==> config.mk <==
export PLATFORM = sky130hd
export DESIGN_NAME = charlieplex_led_pwm_scanner_core
export DESIGN_NICKNAME = d
export VERILOG_FILES = /design/src/sv/clpwm_pkg.sv /design/src/sv/clpwm_ram.sv /design/src/sv/charlieplex_led_pwm_scanner_core.sv
export SDC_FILE = /design/constraint.sdc
export NUM_CORES = 1
export LEC_CHECK = 0
export ABC_AREA = 1
export BUFFER_PORTS_ARGS = -buffer_cell sky130_fd_sc_hd__buf_2
export CORE_MARGIN = 2
export CORE_UTILIZATION = 48
export CTS_BUF_LIST = sky130_fd_sc_hd__clkbuf_16
export CTS_CLUSTER_DIAMETER = 40
export DETAILED_ROUTE_END_ITERATION = 7
export GPL_ROUTABILITY_DRIVEN = 0
export GPL_TIMING_DRIVEN = 0
export PLACE_DENSITY = 0.69
export SYNTH_ARGS = -nofsm -noshare
export SYNTH_HDL_FRONTEND = slang
export SYNTH_SLANG_ARGS = --single-unit
==> constraint.sdc <==
create_clock -name clk -period 2.7 [get_ports clk]
set_input_delay 0.675 -clock clk [delete_from_list [all_inputs] [get_ports clk]]
set_output_delay 0.675 -clock clk [all_outputs]
set_load 0.02 [all_outputs]
==> src/sv/clpwm_pkg.sv <==
// ----------------------------------------------------------------------------
// clpwm_pkg
// Shared constants and the pin-pair decode for the charlieplex PWM scanner.
// ----------------------------------------------------------------------------
package clpwm_pkg;

  localparam int LED_COUNT       = 12;
  localparam int INDEX_W         = 4;
  localparam int BRIGHT_W        = 8;
  localparam int PIN_COUNT       = 4;
  localparam int ADDR_W          = 3;
  localparam int DATA_W          = 32;
  localparam logic [BRIGHT_W-1:0] SLOT_LAST_RESET = 8'd48;

  // Register indexes (word address = paddr[ADDR_W-1:2])
  localparam logic REG_SLOT_LAST = 1'b0;

  // Request types
  localparam logic REQ_TICK  = 1'b0;
  localparam logic REQ_WRITE = 1'b1;

  typedef logic [PIN_COUNT-1:0] pins_t;

  typedef struct packed {
    pins_t enable;
    pins_t level;
  } drive_t;

  // Map an LED index to its pin pair and polarity.
  function automatic drive_t led_drive(input logic [INDEX_W-1:0] idx);
    drive_t d;
    pins_t  a;
    pins_t  b;
    a = '0;
    b = '0;
    case (idx[INDEX_W-1:1])
      3'd0: begin a = 4'b0001; b = 4'b0010; end
      3'd1: begin a = 4'b0010; b = 4'b0100; end
      3'd2: begin a = 4'b0100; b = 4'b1000; end
      3'd3: begin a = 4'b0001; b = 4'b0100; end
      3'd4: begin a = 4'b0010; b = 4'b1000; end
      3'd5: begin a = 4'b0001; b = 4'b1000; end
      default: begin a = '0; b = '0; end
    endcase
    d.enable = a | b;
    d.level  = idx[0] ? a : b;
    return d;
  endfunction

endpackage

==> src/sv/clpwm_ram.sv <==
// ----------------------------------------------------------------------------
// clpwm_ram
// Generic single-write, single-read RAM with a registered read port.
// ----------------------------------------------------------------------------
module clpwm_ram #(
  parameter int WIDTH = 8,
  parameter int DEPTH = 12
) (
  input  logic                     clk,
  input  logic                     we,
  input  logic [$clog2(DEPTH)-1:0] waddr,
  input  logic [WIDTH-1:0]         wdata,
  input  logic                     re,
  input  logic [$clog2(DEPTH)-1:0] raddr,
  output logic [WIDTH-1:0]         rdata
);

  logic [WIDTH-1:0] mem [DEPTH];

  always_ff @(posedge clk) begin
    if (we) begin
      mem[waddr] <= wdata;
    end
    if (re) begin
      rdata <= mem[raddr];
    end
  end

endmodule

==> src/sv/charlieplex_led_pwm_scanner_core.sv <==
// ----------------------------------------------------------------------------
// charlieplex_led_pwm_scanner_core
// PWM scan driver for charlieplexed LEDs on four tristate pins, brightness
// held in a small synchronous RAM.
// ----------------------------------------------------------------------------
//
//  Channel | Direction | Handshake          | Payload
//  --------+-----------+--------------------+------------------------------------
//  in      | sink      | in_valid/in_stall  | req_type, led_index, brightness
//  out     | source    | out_valid/out_stall| pin_drive_enable, pin_drive_level
//  cfg     | APB slave | psel/penable/pready| slot_last at byte address 0
//
//  One request per cycle while the input does not stall; a tick's result passes
//  through the RAM read, then the output register. A write gives no result.
//  The rate is set by the single RAM read port: one tick lookup per cycle.
//  Reset clears the timer, scan position and per-LED valid bits at once, so an
//  LED never written reads as brightness zero; no clearing pass is needed.
//  A stalled output holds its result; input stalls only when the lookup stage
//  is full and the output register is full and stalled.
//
module charlieplex_led_pwm_scanner_core #(
  parameter int LedCount = clpwm_pkg::LED_COUNT
) (
  input  logic                           clk,
  input  logic                           rst,
  // request channel
  input  logic                           in_valid,
  output logic                           in_stall,
  input  logic                           req_type,
  input  logic [clpwm_pkg::INDEX_W-1:0]  led_index,
  input  logic [clpwm_pkg::BRIGHT_W-1:0] brightness,
  // result channel
  output logic                           out_valid,
  input  logic                           out_stall,
  output clpwm_pkg::pins_t               pin_drive_enable,
  output clpwm_pkg::pins_t               pin_drive_level,
  // configuration port
  input  logic                           psel,
  input  logic                           penable,
  input  logic                           pwrite,
  input  logic [clpwm_pkg::ADDR_W-1:0]   paddr,
  input  logic [clpwm_pkg::DATA_W-1:0]   pwdata,
  output logic [clpwm_pkg::DATA_W-1:0]   prdata,
  output logic                           pready
);

  import clpwm_pkg::*;

  localparam int AW = $clog2(LedCount);
  localparam logic [INDEX_W-1:0] LastLed = INDEX_W'(LedCount - 1);
  localparam logic [INDEX_W-1:0] LedLimit = INDEX_W'(LedCount);

  // Configuration register
  logic [BRIGHT_W-1:0] slot_last;
  logic                cfg_wr;

  assign pready = 1'b1;
  assign cfg_wr = psel && penable && pwrite && (paddr[ADDR_W-1:2] == REG_SLOT_LAST);

  always_ff @(posedge clk) begin
    if (rst) begin
      slot_last <= SLOT_LAST_RESET;
    end else if (cfg_wr) begin
      slot_last <= pwdata[BRIGHT_W-1:0];
    end
  end

  always_comb begin
    prdata = '0;
    if (paddr[ADDR_W-1:2] == REG_SLOT_LAST) begin
      prdata = {{(DATA_W-BRIGHT_W){1'b0}}, slot_last};
    end
  end

  // Request decode
  logic in_acc;
  logic tick_acc;
  logic wr_acc;

  assign in_acc   = in_valid && !in_stall;
  assign tick_acc = in_acc && (req_type == REQ_TICK);
  assign wr_acc   = in_acc && (req_type == REQ_WRITE) && (led_index < LedLimit);

  // Scan counters
  logic [BRIGHT_W-1:0] slot_timer;
  logic [INDEX_W-1:0]  scan_pos;

  always_ff @(posedge clk) begin
    if (rst) begin
      slot_timer <= '0;
      scan_pos   <= '0;
    end else if (tick_acc) begin
      if (slot_timer >= slot_last) begin
        // end of slot: restart the timer and advance to the next LED
        slot_timer <= '0;
        scan_pos   <= (scan_pos == LastLed) ? '0 : scan_pos + 1'b1;
      end else begin
        slot_timer <= slot_timer + 1'b1;
      end
    end
  end

  // Per-LED valid bits stand in for clearing the RAM at reset
  logic [LedCount-1:0] store_valid;

  always_ff @(posedge clk) begin
    if (rst) begin
      store_valid <= '0;
    end else if (wr_acc) begin
      store_valid[led_index[AW-1:0]] <= 1'b1;
    end
  end

  // Brightness store. A write lands at its accept edge, so a tick accepted on
  // the next edge already reads the new value: no forwarding is required.
  logic [BRIGHT_W-1:0] rd_bright;

  clpwm_ram #(
    .WIDTH (BRIGHT_W),
    .DEPTH (LedCount)
  ) u_store (
    .clk   (clk),
    .we    (wr_acc),
    .waddr (led_index[AW-1:0]),
    .wdata (brightness),
    .re    (tick_acc),
    .raddr (scan_pos[AW-1:0]),
    .rdata (rd_bright)
  );

  // Lookup stage: carries the tick's timer and position alongside the RAM read
  logic                s1_valid;
  logic [BRIGHT_W-1:0] s1_timer;
  logic [INDEX_W-1:0]  s1_pos;
  logic                s1_hit;
  logic                out_free;
  logic                s1_move;

  assign out_free = !out_valid || !out_stall;
  assign s1_move  = s1_valid && out_free;
  assign in_stall = s1_valid && !out_free;

  always_ff @(posedge clk) begin
    if (rst) begin
      s1_valid <= 1'b0;
    end else if (tick_acc) begin
      s1_valid <= 1'b1;
    end else if (s1_move) begin
      s1_valid <= 1'b0;
    end
  end

  always_ff @(posedge clk) begin
    if (tick_acc) begin
      s1_timer <= slot_timer;
      s1_pos   <= scan_pos;
      s1_hit   <= store_valid[scan_pos[AW-1:0]];
    end
  end

  // Compare and drive decode into the output register
  drive_t s1_drive;
  logic   s1_on;

  assign s1_on = s1_hit && (rd_bright > s1_timer);

  always_comb begin
    s1_drive = '0;
    if (s1_on) begin
      s1_drive = led_drive(s1_pos);
    end
  end

  always_ff @(posedge clk) begin
    if (rst) begin
      out_valid <= 1'b0;
    end else if (out_free) begin
      out_valid <= s1_valid;
    end
  end

  always_ff @(posedge clk) begin
    if (s1_move) begin
      pin_drive_enable <= s1_drive.enable;
      pin_drive_level  <= s1_drive.level;
    end
  end

endmodule

==> impl_metrics.toml <==
[place]
io_buffer_count = 45
postPlaceCellArea_sq_mm = 0.00751
hpwl_mm = 10.2
post-place-ws_ps = 4.64

[worst_setup_path]
max_stage_delay_ps = 1100
startpoint_type = "input port"
crit_path_cell_trace = "buf_2 -> nand2_2 -> inv_2 -> nand2_4 -> nand3_4 -> nor4_2"
worstPathArrival_ps = 2210
cp_max_fo = 9
crit_type = "input port to flop"
cpLargestDelayFamily = "simple AND/OR/NAND/NOR gates"
crit_buf_inv = 2
required_ps = 2730
crit_path_start = "out_stall"
r2r_start = "out_valid"
cp_slowest_cell = "nor4_2"
cp-end-kind = "flop"

[synth]
synth_top_cell_area_share_pct = 53.9
syn-cell-area_sq_mm = 0.00697
synth_top_family_by_area = "simple AND/OR/NAND/NOR gates"
syn_area_per_cell_sq_um = 10.6
yosysWarnings = 0
yosysSeqAreaShare_pct = 63.7
synth-seq-cells = 159
synth_top_flop_cell = "edfxtp_1"
synth_compound_area_share_pct = 9.13
synthMuxAreaShare_pct = 0.144
synth_area_leaders = "edfxtp_1, dfxtp_1, nor2_1, nand2_1, o21ai_0"
synthXorXnorAreaFrac_pct = 0.629
synth_cell_types = 37
yosys.area_share.simple_pct = 15.9
syn_inst = 656
synth_adder_area_share_pct = 3.23
synth_top_area_cell = "edfxtp_1"
ys_async_sr_fraction_pct = 0
synth_enable_flop_cells = 125

[timing]
setup_slack_ps = 522
worst_slew_pin_slew_ps = 1450
fin_crit_ps = 2180
slew_viol_final = 0
hold-worst-slack_ps = 470
fmaxAchievable_mhz = 459
rsz0062_at_grt = "no"
setup_viol = 0
slew-limit-headroom_pct = 2.64
skew_ps = 6.81
period_share_pct = 80.7
hold_viol = 0
timing.setup.tns_ps = 0

[clocking]
clk_latency_ps = 430
post_cts_resized = 0
cts-hold-fix-buffers = 0
path_clk_slew_ps = 60
clockBufferDepth = 2
cts-buffers-inserted = 17
htreeDepth = 4
cts_setup_buffers = 0
cts-root-buf = "clkbuf_16"
numClockSinks = 159
cts_tree = "done"

[global_routing]
antenna_found_initial = 0
use_met3_pct = 4.21
grt_use_met1_pct = 25.7
grt_usage_pct = 20.2
grt_max_degree = 29
grt_pass1_vias = 4855
grt_use_met2_pct = 33.9
grt.busiest_layer = "met2"
grt_pass1_wl_mm = 24.2
grt_overflow = 0

[floorplanning]
coreArea_sq_mm = 0.0144
start_util_pct = 48.5
io_pins = 98
die_width_um = 124
rows = 44
dieArea_sq_mm = 0.0155
die_h_um = 124

[power_and_ir_drop]
power.total_mw = 5.39
powerDensity_mw_per_mm2 = 664
p_leak_nw = 3.27
irDropWorstVdd_uv = 396

[run_status]
status = "finished, final reports clean"

[route]
drtPass1Iterations = 4
drtIter0Drc = 367
drc_errors = 0
wire_per_inst_um = 15.9
drt_wl_total_mm = 14.9
vias_per_cell = 5.12
vias = 4822
ant_nets = 0

[cells_and_area]
antenna_cells = 0
final_common_cell = "nor2_1"
layout_common_cells = "nor2_1, edfxtp_1, nand2_1"
final.fill_count = 1247
final_area_sq_mm = 0.00813
fin_nets = 817
drive_gt1_share_pct = 18.5
area_growth_pct = 16.7

[flow_run]
maxCapViolations = 0

[min_path]
min_from = "store_valid[10]"
hold_path.class = "flop to flop"
==> cell type report <==
type / count / area (sq um) / share of cell area, %
Multi-Input combinational cell: 422 / 2120 / 26.0
Clock buffer: 17 / 425 / 5.23
Buffer: 51 / 325 / 4.00
Tap cell: 184 / 230 / 2.83
Sequential cell: 159 / 4430 / 54.6
Clock inverter: 15 / 188 / 2.31
Timing Repair Buffer: 46 / 233 / 2.86
Inverter: 47 / 176 / 2.17
==> worst paths after layout <==
kind | to | slack (ps) | cells past startpoint
setup / recovery | u_store.mem[7][7] | 520 | 6
hold / removal | store_valid[10] | 470 | 2
setup reg to reg | u_store.mem[7][7] | 550 | 5
hold reg to reg | store_valid[10] | 470 | 2
==> cell families (layout without fill, tap and decap cells) <==
family / after synthesis / after routing
flops: 159 / 159
mux: 1 / 1
simple gates: 258 / 258
buf+inv: 98 / 176
other cells: 2 / 25
xor+xnor: 5 / 5
fa+ha+maj: 18 / 18
compound gates: 115 / 115
==> routing by layer <==
metal,part of all wire [%],vias to the layer above
li1,-,2376
met1,44,2281
met2,49,145
met3,5.3,20
met4,1.5,0
met5,0,-
==> registers in the layout (all words and copies together), names as in the netlist <==
| register | count |
|---|---|
| pin_drive_enable | 4 |
| scan_pos | 4 |
| u_store.mem | 96 |
| s1_pos | 4 |
| s1_hit | 1 |
| pin_drive_level | 4 |
| s1_valid | 1 |
| slot_last | 8 |
| slot_timer | 8 |
| out_valid | 1 |
| u_store.rdata | 8 |
| store_valid | 12 |
| s1_timer | 8 |
==> through the flow <==
step	cells	util, %
floorplan	679	-
global placement	908	52.2
detailed placement	908	52.2
CTS	940	56.5
global route	941	56.6
finish	941	56.6
==> power breakdown <==
part	internal, mW	switching (mW)	total (mW)
logic	0.0812	0.169	0.250
registers	2.67	0.0131	2.68
clock network	1.47	0.995	2.46
total	4.22	1.18	5.39
==> worst reg2reg max path, stage by stage (launching register included) <==
cell	delay [ps]
dfxtp_1	320
nand2_2	70
inv_2	50
nand2_4	80
nand3_4	120
nor4_2	1100
==> cell usage after synthesis, types with 2 or more instances <==
cell      instances
nor2_1          134
edfxtp_1        125
nand2_1          90
o21ai_0          60
inv_1            43
dfxtp_1          34
buf_4            30
o22ai_1          22
ha_1             18
a21oi_1          17
nand3_1          14
buf_2            11
clkbuf_1          8
nand2_2           5
o21ai_1           5
o221ai_1          5
inv_2             4
nor4_2            4
xor2_1            4
o211ai_1          3
conb_1            2
nand3_4           2
or2_2             2
(Power assumes the default switching activity.)
